$ cat src/hw/rtl/cjtg_pkg.sv
// Shared types and constants for the cubic joint trajectory generator.
package cjtg_pkg;

    // Number of joints handled by the block.
    localparam int NJ = 5;

    // Command codes of an input item.
    localparam logic CMD_START = 1'b0;
    localparam logic CMD_TICK  = 1'b1;

    // Configuration register indexes.
    localparam logic [2:0] CFG_DURATION = 3'd0;
    localparam logic [2:0] CFG_TARGET0  = 3'd1;

    // Reset value of the duration register, in microseconds.
    localparam logic [31:0] DUR_RESET = 32'd1000000;

    // Unity in Q1.30, three in Q2.30 and the velocity scale (6 * 10^6 us/s).
    localparam logic [30:0] ONE_Q30   = 31'h4000_0000;
    localparam logic [31:0] THREE_Q30 = 32'hC000_0000;
    localparam logic [22:0] VEL_SCALE = 23'd6000000;

    // Depth of the queue between front and back.
    localparam int QDEPTH = 2;

    // Input item.
    typedef struct packed {
        logic        cmd;
        logic [31:0] now_us;
        logic        measured_valid;
        logic [31:0] measured_pos_0;
        logic [31:0] measured_pos_1;
        logic [31:0] measured_pos_2;
        logic [31:0] measured_pos_3;
        logic [31:0] measured_pos_4;
    } in_item_t;

    // Result item.
    typedef struct packed {
        logic        finished;
        logic [31:0] desired_pos_0;
        logic [31:0] desired_pos_1;
        logic [31:0] desired_pos_2;
        logic [31:0] desired_pos_3;
        logic [31:0] desired_pos_4;
        logic [31:0] desired_vel_0;
        logic [31:0] desired_vel_1;
        logic [31:0] desired_vel_2;
        logic [31:0] desired_vel_3;
        logic [31:0] desired_vel_4;
    } out_item_t;

    // A classified tick waiting for the back end.
    typedef struct packed {
        logic        finished;
        logic [31:0] elapsed;
        logic [31:0] duration;
    } job_t;

endpackage

$ cat src/hw/rtl/cjtg_queue.sv
// Short queue of classified ticks between front and back end.
module cjtg_queue (
    input  logic           clk,
    input  logic           rst_n,
    input  logic           push,
    input  cjtg_pkg::job_t push_job,
    input  logic           pop,
    output cjtg_pkg::job_t pop_job,
    output logic           empty,
    output logic           full
);
    import cjtg_pkg::*;

    localparam int PW = $clog2(QDEPTH);

    job_t                mem_reg [QDEPTH];
    logic [PW-1:0]       wp_reg, wp_next;
    logic [PW-1:0]       rp_reg, rp_next;
    logic [PW:0]         cnt_reg, cnt_next;

    assign empty   = (cnt_reg == '0);
    assign full    = (cnt_reg == (PW+1)'(QDEPTH));
    assign pop_job = mem_reg[rp_reg];

    // Pointer and fill count update.
    always_comb
    begin
        wp_next  = wp_reg;
        rp_next  = rp_reg;
        cnt_next = cnt_reg;
        if (push)
        begin
            wp_next = (wp_reg == PW'(QDEPTH - 1)) ? '0 : wp_reg + 1'b1;
        end
        if (pop)
        begin
            rp_next = (rp_reg == PW'(QDEPTH - 1)) ? '0 : rp_reg + 1'b1;
        end
        if (push && !pop)
        begin
            cnt_next = cnt_reg + 1'b1;
        end
        else if (pop && !push)
        begin
            cnt_next = cnt_reg - 1'b1;
        end
    end

    always_ff @(posedge clk or negedge rst_n)
    begin
        if (!rst_n)
        begin
            wp_reg  <= '0;
            rp_reg  <= '0;
            cnt_reg <= '0;
        end
        else
        begin
            wp_reg  <= wp_next;
            rp_reg  <= rp_next;
            cnt_reg <= cnt_next;
        end
    end

    // Entry storage.
    always_ff @(posedge clk)
    begin
        if (push)
        begin
            mem_reg[wp_reg] <= push_job;
        end
    end

endmodule

$ cat config.mk
export PLATFORM = sky130hd
export DESIGN_NAME = cjtg_queue
export DESIGN_NICKNAME = d
export VERILOG_FILES = /design/src/hw/rtl/cjtg_pkg.sv /design/src/hw/rtl/cjtg_queue.sv
export SDC_FILE = /design/constraint.sdc
export NUM_CORES = 1
export LEC_CHECK = 0
export BUFFER_PORTS_ARGS = -buffer_cell sky130_fd_sc_hd__buf_2
export CAP_MARGIN = 0
export CORE_UTILIZATION = 52
export CTS_CLUSTER_SIZE = 10
export DETAILED_ROUTE_END_ITERATION = 6
export GPL_TIMING_DRIVEN = 1
export PLACE_DENSITY = 0.79
export SETUP_SLACK_MARGIN = 0.05
export SLEW_MARGIN = 15
export SYNTH_ARGS = -nofsm -noshare
export SYNTH_HDL_FRONTEND = slang
export SYNTH_SLANG_ARGS = --single-unit
$ cat constraint.sdc
create_clock -name clk -period 4.8 [get_ports clk]
set_clock_uncertainty 0.2 [all_clocks]
set_input_delay 0.72 -clock clk [delete_from_list [all_inputs] [get_ports clk]]
set_output_delay 0.72 -clock clk [all_outputs]
set_load 0.05 [all_outputs]
==> impl_metrics.toml, run 1 <==
[floorplanning]
die_ar_um2 = 10100
dieWidth_um = 100
io-pin-count = 136
initial_utilization_pct = 54.0
rows = 35
die_h_um = 100
core_area_um2 = 9330

[global_routing]
grt_antenna_before_repair = 0
grt_first_pass_wirelength_um = 12400
grt_start_max_net_pins = 67
globalRouteTotalUtil_pct = 16.9
first_global_vias = 2655
grt-ovfl-total = 0

[layout]
share_of_final_layout_standard_cells_stronger_than_drive_strength_1_pct = 61.9
insertedDiodeCount = 0
design.final.nets = 440
design_area_um2 = 6410
relative_area_change_from_synthesis_to_final_layout_pct = 27.2
max_reg_flops = 130
nFillCells = 640

[logic_synthesis]
seq_area_frac_synth_pct = 79.5
synth.area.top_cells = "edfxtp_1 (77%), mux2_4 (12%), mux2_2 (5.6%)"
synth_top_cell_by_area = "edfxtp_1"
synth_nets = 288
synth.lib_cells_used.distinct = 13
postSynthAreaPerCell_um2 = 23.1
syn-instance-count = 218
synth.cell_area_um2 = 5040
yosys_warnings = 0
synth-seq-cells = 134
synth_top_cell_area_share_pct = 77.5

[drt]
drcViolationCount = 0
avgRoutedWirePerCell_um = 16.3
num_vias = 2522
route.final.wire_length_um = 8290
drt_first_iter_violations = 53
top_layer = "met4"
antenna_left = 0
wl_met2_um = 4350
route.detailed.vias_per_inst = 4.95
wl_met1_um = 3380
detailed_router_iteration_count_before_antenna_repair = 5
detailroute.wirelength.met3_um = 513

[placed_design]
place_worst_setup_slack_ps = 2050
port_buffers = 135
replace_congestion = 0.620
placement.cell_area_um2 = 5850
place_hpwl_um = 5320

[power]
power.static_leakage_nw = 2.57
irDropWorstVdd_v = 0.000380
p_per_area_nw_per_um2 = 724

[critical_path]
endpoint = "pop_job[44]"
worst-path-max-fanout = 66
worst_setup_path_end_kind = "output port"
worst_ep_required_time_ps = 3880
rr_startpoint = "wp_reg"
regToRegEndpoint = "mem_reg[0][3]"
worstSetupStartpointType = "flip-flop"
crit_arrival_ps = 2310
worst-setup-path-type = "reg2out"
critical_path_start = "rp_reg"
timing.reg2reg.worst_path_depth = 2
rrSetupSlack_ps = 2710

[timing]
worst-slew-pin-transition_ps = 1090
finalHoldViolations = 0
max_clock_freq_mhz = 310
slew-limit-headroom_pct = 27.4
grt_setup_unrepaired = "no"
final.setup.tns_ps = 0
timing.final.crit_period_ps = 3230
layout_worst_path_cycle_share_pct = 67.2
timing.final.ws_setup_ps = 1570
report.final.setup_viol = 0
timing_max_transition_violations_final = 0

[cts]
cts_inserted_buffers = 17
root_buffer = "clkbuf_8"
clock_path_buffers = 2
clkLatencyLatePin_ps = 490
tritoncts = "done"
cts_num_sinks = 134
cts.reportedPaths.clkPinSlew_ps = 60
cts.repair.resized = 0
clock_tree.htree_level_count = 4

[job]
timing.max_cap.violations = 0

[worst_hold_path]
timing.hold.worst.class = "in2reg"

[outcome]
run_status = "complete, no violations"
metrics by stage:
stage	power, mW	util (%)	hold slack, ps	std cells
6_report	4.64	68.7	209	510
3_3_place_gp	3.47	62.7	271	479
4_1_cts	4.68	68.7	187	510
3_5_place_dp	3.50	62.7	297	479
2_1_floorplan	3.18	-	224	218
5_1_grt	4.82	68.7	189	510
area by class of cell:
type	instances	area, um2	share of cell area (%)
clock buffers	17	414	6.46
clock inverters	13	134	2.09
inverters	1	3.75	0.0585
multi-input cells	76	975	15.2
flip-flops and latches	134	4010	62.5
well taps	129	161	2.52
repair buffers	140	716	11.2
synth_stat cells:
| master | instances |
|---|---|
| edfxtp_1 | 130 |
| mux2_4 | 40 |
| mux2_2 | 25 |
| buf_6 | 5 |
| dfrtp_1 | 4 |
| xor2_1 | 4 |
| buf_2 | 2 |
| nor2_1 | 2 |
| nor2b_1 | 2 |
| and2_1 | 1 |
| ha_1 | 1 |
| inv_1 | 1 |
| xnor2_1 | 1 |
critical path, cell delays in order, from the launching register on:
cell and delay, ps:
dfrtp_4 1150, mux2_2 420, buf_2 210
cells by family (layout without fill, tap and decap cells):
| logic type | Yosys count | after routing | synth area share [%] |
|---|---|---|---|
| flip-flops | 134 | 134 | 79.5 |
| buffers and inverters | 8 | 171 | 1.39 |
| AND/OR/NAND/NOR | 5 | 5 | 0.522 |
| adder cells (fa/ha/maj) | 1 | 1 | 0.248 |
| multiplexers | 65 | 65 | 17.5 |
| XOR/XNOR | 5 | 5 | 0.869 |
cell usage in the layout (no fill, tap or decap), drive strengths merged:
| master | count |
|---|---|
| clkinvlp | 2 |
| xor2 | 4 |
| buf | 139 |
| dlygate4sd3 | 1 |
| mux2 | 65 |
| xnor2 | 1 |
| nor2b | 2 |
| edfxtp | 130 |
| nor2 | 2 |
| clkinv | 7 |
| inv | 3 |
| dfrtp | 4 |
| bufinv | 2 |
| clkbuf | 17 |
| and2 | 1 |
| ha | 1 |
routing by layer:
layer / track usage (%) / vias up
met5: 0 / -
met4: 7.36 / 0
met3: 5.01 / 7
met2: 29.9 / 90
met1: 19.1 / 1254
li1: - / 1171
worst min path at each step:
stage                     depth (start not counted)              to  slack (ps)    startpoint
final                                             1  mem_reg[0][55]         210  push_job[55]
after CTS                                         1   mem_reg[0][4]         190   push_job[4]
after detailed placement                          1      cnt_reg[1]         300    cnt_reg[1]
after floorplan                                   0      cnt_reg[0]         220         rst_n
after global routing                              1   mem_reg[1][9]         190   push_job[9]
after global placement                            1      cnt_reg[1]         270    cnt_reg[1]
repair_timing:
item	in CTS	in global routing
endpoints found under the hold margin	4	0
buffers inserted	0	0
hold buffers	1	0
power breakdown:
part / switching, mW / leakage (nW) / total, mW / internal, mW
clock: 0.453 / 0.267 / 1.18 / 0.731
combinational: 1.15 / 1.04 / 1.70 / 0.558
sequential: 0.197 / 1.27 / 1.75 / 1.56
(Power assumes the default switching activity.)
==> inputs of run 2 (changes only) <==
--- a/config.mk
+++ b/config.mk
@@ -7,11 +7,11 @@
 export LEC_CHECK = 0
 export BUFFER_PORTS_ARGS = -buffer_cell sky130_fd_sc_hd__buf_2
 export CAP_MARGIN = 0
-export CORE_UTILIZATION = 52
+export CORE_UTILIZATION = 47
 export CTS_CLUSTER_SIZE = 10
 export DETAILED_ROUTE_END_ITERATION = 6
 export GPL_TIMING_DRIVEN = 1
-export PLACE_DENSITY = 0.79
+export PLACE_DENSITY = 0.76
 export SETUP_SLACK_MARGIN = 0.05
 export SLEW_MARGIN = 15
 export SYNTH_ARGS = -nofsm -noshare
==> constraint.sdc (replaced) <==
create_clock -name clk -period 2.9 [get_ports clk]
set_clock_uncertainty 0.2 [all_clocks]
set_input_delay 0.435 -clock clk [delete_from_list [all_inputs] [get_ports clk]]
set_output_delay 0.435 -clock clk [all_outputs]
set_load 0.05 [all_outputs]
==> impl_metrics.toml, run 2 (synthesis results as in run 1) <==
[outcome]
run_status = "complete, no violations"

[cts]
clkLatencyLatePin_ps = 500
root_buffer = "clkbuf_8"
cts.repair.resized = 0
tritoncts = "done"
clock_path_buffers = 2
clock_tree.htree_level_count = 4
cts.reportedPaths.clkPinSlew_ps = 60
cts_inserted_buffers = 17
cts_num_sinks = 134

[layout]
register_area_um2 = 4010
max_reg_flops = 130
final_instance_count_excl_fillers = 586
mostFrequentLayoutCells = "buf_2 (135), edfxtp_1 (130), dlygate4sd3_1 (68), mux2_4 (40), mux2_2 (25)"
layout.core_utilization_pct = 68.6
relative_area_change_from_synthesis_to_final_layout_pct = 41.1
nFillCells = 696
layout_commonest_cell = "buf_2"
share_of_final_layout_standard_cells_stronger_than_drive_strength_1_pct = 51.8
multi_input_area_um2 = 975
design_area_um2 = 7110
design.final.nets = 508
insertedDiodeCount = 0

[global_routing]
grt_antenna_before_repair = 0
globalRouteTotalUtil_pct = 17.4
grt_first_pass_wirelength_um = 14300
grt-ovfl-total = 0
grt_start_max_net_pins = 39
first_global_vias = 3029

[floorplanning]
dieWidth_um = 106
die_ar_um2 = 11100
io-pin-count = 136
initial_utilization_pct = 48.6
die_h_um = 106
rows = 37
core_area_um2 = 10400

[timing]
grt_setup_unrepaired = "no"
max_clock_freq_mhz = 386
worst-slew-pin-transition_ps = 516
final.setup.tns_ps = 0
report.final.setup_viol = 0
layout_worst_path_cycle_share_pct = 89.4
slew-limit-headroom_pct = 65.6
timing.final.crit_period_ps = 2590
finalHoldViolations = 0
timing_max_transition_violations_final = 0

[drt]
route.final.wire_length_um = 9140
detailed_router_iteration_count_before_antenna_repair = 4
wl_met2_um = 4960
num_vias = 2753
avgRoutedWirePerCell_um = 15.6
drt_first_iter_violations = 98
drcViolationCount = 0
wl_met1_um = 3600
route.detailed.vias_per_inst = 4.70
antenna_left = 0
top_layer = "met4"
detailroute.wirelength.met3_um = 492

[critical_path]
path_delay_family = "buffers and inverters"
worst-path-max-fanout = 30
worst_setup_path_end_kind = "output port"
critical_path_start = "rp_reg"
timing.reg2reg.worst_path_depth = 2
worst_path_max_delay_cell = "dfrtp_4"
crit_arrival_ps = 1960
rr_startpoint = "wp_reg"
cp_num_buf_inv = 2
worst-setup-path-type = "reg2out"
path_cells = "buf_4 -> mux2_2 -> buf_2"
worstSetupStartpointType = "flip-flop"
regToRegEndpoint = "mem_reg[1][33]"
worst_ep_required_time_ps = 2270
max_stage_delay_ps = 420
rrSetupSlack_ps = 1170

[placed_design]
port_buffers = 135
placed_cells = 487
placement.cell_area_um2 = 5890
place_hpwl_um = 5170
replace_congestion = 0.681

[job]
timing.max_cap.violations = 0

[worst_hold_path]
timing.hold.worst.class = "in2async"

[power]
p_per_area_nw_per_um2 = 1090
irDropWorstVdd_v = 0.000577
power.static_leakage_nw = 2.85
[run 2: cell count changes in the layout (fill, tap and decap cells not counted), sizes merged]
cell,before,now
inv,3,1
clkbuf,17,20
buf,139,140
dlygate4sd3,1,68
[run 2: worst max path at each step]
stage / to / slack, ps / depth (start not counted)
2_1_floorplan: mem_reg[0][0] / 130 / 1
3_3_place_gp: pop_job[41] / 860 / 3
3_5_place_dp: pop_job[49] / 820 / 3
4_1_cts: pop_job[49] / 270 / 3
5_1_grt: pop_job[45] / 230 / 3
6_report: pop_job[45] / 310 / 3
[run 2: what timing repair did]
action / 4_1_cts / 5_1_grt
buffers inserted: 0 / 0
hold buffers: 68 / 0
endpoints found under the hold margin: 136 / 0
[run 2: routing by layer]
layer,vias to the layer above,track usage [%]
met4,0,6.85
met5,-,0
li1,1304,-
met2,92,31.4
met1,1348,19.0
met3,9,5.44
[run 2: worst reg2reg max path: cells and delay by family (launching register included)]
kind / cells / cell delay [ps]
buffers and inverters: 1 / 290
flip-flops: 1 / 430
AND/OR/NAND/NOR: 1 / 460
[run 2: layout make-up]
cell class,instances,area share [%]
Timing Repair Buffer,208,20.0
Clock buffer,20,5.98
Sequential cell,134,56.4
Clock inverter,11,1.55
Multi-Input combinational cell,76,13.7
Inverter,1,0.0528
Tap cell,136,2.39
[run 2: metrics by stage]
stage	hold WS (ps)	power, mW	setup slack (ps)
floorplan	-60.6	5.25	128
global placement	42.4	5.77	860
detailed placement	51.3	5.82	818
CTS	47.6	7.81	267
global route	60.5	8.03	228
finish	83.1	7.75	308
[run 2: power by group]
part,switching [mW],leakage (nW),internal (mW)
clock network,0.712,0.257,1.20
logic,2.14,1.33,1.00
registers,0.110,1.27,2.58
==> inputs of run 3 (changes only) <==
--- a/config.mk
+++ b/config.mk
@@ -5,6 +5,7 @@
 export SDC_FILE = /design/constraint.sdc
 export NUM_CORES = 1
 export LEC_CHECK = 0
+export ABC_CLOCK_PERIOD_IN_PS = 2200
 export BUFFER_PORTS_ARGS = -buffer_cell sky130_fd_sc_hd__buf_2
 export CAP_MARGIN = 0
 export CORE_UTILIZATION = 47
@@ -13,6 +14,7 @@
 export GPL_TIMING_DRIVEN = 1
 export PLACE_DENSITY = 0.76
 export SETUP_SLACK_MARGIN = 0.05
+export SKIP_CTS_REPAIR_TIMING = 1
 export SLEW_MARGIN = 15
 export SYNTH_ARGS = -nofsm -noshare
 export SYNTH_HDL_FRONTEND = slang
==> constraint.sdc (replaced) <==
create_clock -name clk -period 2.2 [get_ports clk]
set_clock_uncertainty 0.2 [all_clocks]
set_input_delay 0.33 -clock clk [delete_from_list [all_inputs] [get_ports clk]]
set_output_delay 0.33 -clock clk [all_outputs]
set_load 0.05 [all_outputs]
==> impl_metrics.toml, run 3 (synthesis results as in run 1) <==
[timing]
layout_worst_path_cycle_share_pct = 107
timing_max_transition_violations_final = 0
slew-limit-headroom_pct = 70.9
timing.final.ws_setup_ps = -160
report.final.setup_viol = 61
max_clock_freq_mhz = 424
finalHoldViolations = 0
grt_setup_unrepaired = "yes"
timing.final.crit_period_ps = 2360
worst-slew-pin-transition_ps = 436

[cts]
cts.reportedPaths.clkPinSlew_ps = 60
clkLatencyLatePin_ps = 510
tritoncts = "done"
clock_tree.htree_level_count = 4
cts_num_sinks = 134
cts_inserted_buffers = 17
clock_path_buffers = 2
root_buffer = "clkbuf_8"

[layout]
mostFrequentLayoutCells = "edfxtp_1 (130), buf_2 (80), dlygate4sd3_1 (69), buf_6 (53), mux2_4 (41)"
relative_area_change_from_synthesis_to_final_layout_pct = 53.0
insertedDiodeCount = 0
layout_commonest_cell = "edfxtp_1"
share_of_final_layout_standard_cells_stronger_than_drive_strength_1_pct = 53.2
layout.core_utilization_pct = 74.3
design.final.nets = 523
nFillCells = 586
design_area_um2 = 7710
max_reg_flops = 130

[critical_path]
worst_setup_path_end_kind = "output port"
worst-setup-path-type = "reg2out"
worst-path-max-fanout = 8
worstSetupStartpointType = "flip-flop"
critical_path_start = "rp_reg"
endpoint = "pop_job[26]"
regToRegEndpoint = "mem_reg[1][28]"
rrSetupSlack_ps = 590
crit_arrival_ps = 1830
worst_ep_required_time_ps = 1670
timing.reg2reg.worst_path_depth = 2
rr_startpoint = "wp_reg"

[global_routing]
first_global_vias = 2599
grt_first_pass_wirelength_um = 13000
globalRouteTotalUtil_pct = 15.9
grt_antenna_before_repair = 0
grt-ovfl-total = 0
grt_start_max_net_pins = 34

[floorplanning]
die_h_um = 106
io-pin-count = 136
rows = 37
initial_utilization_pct = 48.6
die_ar_um2 = 11100
core_area_um2 = 10400
dieWidth_um = 106

[placed_design]
placement.cell_area_um2 = 5940
replace_congestion = 0.683
place_worst_setup_slack_ps = 237
place_hpwl_um = 5550
port_buffers = 135

[power]
p_per_area_nw_per_um2 = 1490
irDropWorstVdd_v = 0.000844
power.static_leakage_nw = 3.09

[drt]
drt_first_iter_violations = 78
num_vias = 2871
avgRoutedWirePerCell_um = 16.7
route.final.wire_length_um = 10000
route.detailed.vias_per_inst = 4.77
antenna_left = 0
drcViolationCount = 0
detailed_router_iteration_count_before_antenna_repair = 4

[worst_hold_path]
timing.hold.worst.class = "reg2reg"

[outcome]
run_status = "finished, violations left"
failed_checks = "negative setup slack"

[job]
timing.max_cap.violations = 0
[run 3: cell count changes in the layout (fill, tap and decap cells not counted), sizes merged]
cell,before,now
buf,140,152
clkbuf,20,25
clkinv,7,2
bufinv,2,4
clkinvlp,2,3
dlygate4sd3,68,69
[run 3: through the flow]
stage	power (mW)	hold WS [ps]	instances	setup TNS (ps)
floorplan	6.91	-166	218	0
global placement	7.68	-50.0	490	0
detailed placement	7.74	-51.8	490	0
CTS	10.5	-608	522	-14460
global route	11.9	304	602	-9910
finish	11.5	329	602	-5250
[run 3: critical path, cell delays in order, from the launching register on]
cell	delay (ps)
dfrtp_4	530
buf_6	150
clkbuf_16	160
mux2_4	310
buf_6	160
[run 3: area by class of cell]
type / instances / area (um2) / area share, %
sequential: 134 / 4010 / 52.0
timing repair buffer: 223 / 1960 / 25.4
multi-input combinational: 76 / 978 / 12.7
clock buffer: 23 / 437 / 5.67
tap: 136 / 170 / 2.21
clock inverter: 9 / 153 / 1.98
inverter: 1 / 3.75 / 0.0487
[run 3: worst min path at each step]
stage / startpoint / endpoint / slack [ps] / depth (start not counted)
2_1_floorplan: rst_n / cnt_reg[0] / -170 / 0
3_3_place_gp: rst_n / cnt_reg[1] / -50 / 1
3_5_place_dp: rst_n / cnt_reg[1] / -50 / 1
4_1_cts: rst_n / wp_reg / -610 / 1
5_1_grt: push_job[44] / mem_reg[0][44] / 300 / 2
6_report: cnt_reg[1] / cnt_reg[1] / 330 / 1
[run 3: where the power goes]
part	switching [mW]	leakage [nW]	internal (mW)
logic	3.01	1.55	2.12
clock network	0.958	0.276	1.83
registers	0.174	1.27	3.40
total	4.14	3.09	7.36
[run 3: layer usage]
layer / GRT usage [%] / wire [um] / up-vias
met5: 0 / 0 / -
met4: 8.43 / 130 / 0
met3: 6.00 / 598 / 13
met2: 25.7 / 5260 / 113
met1: 18.6 / 4030 / 1408
li1: - / - / 1337
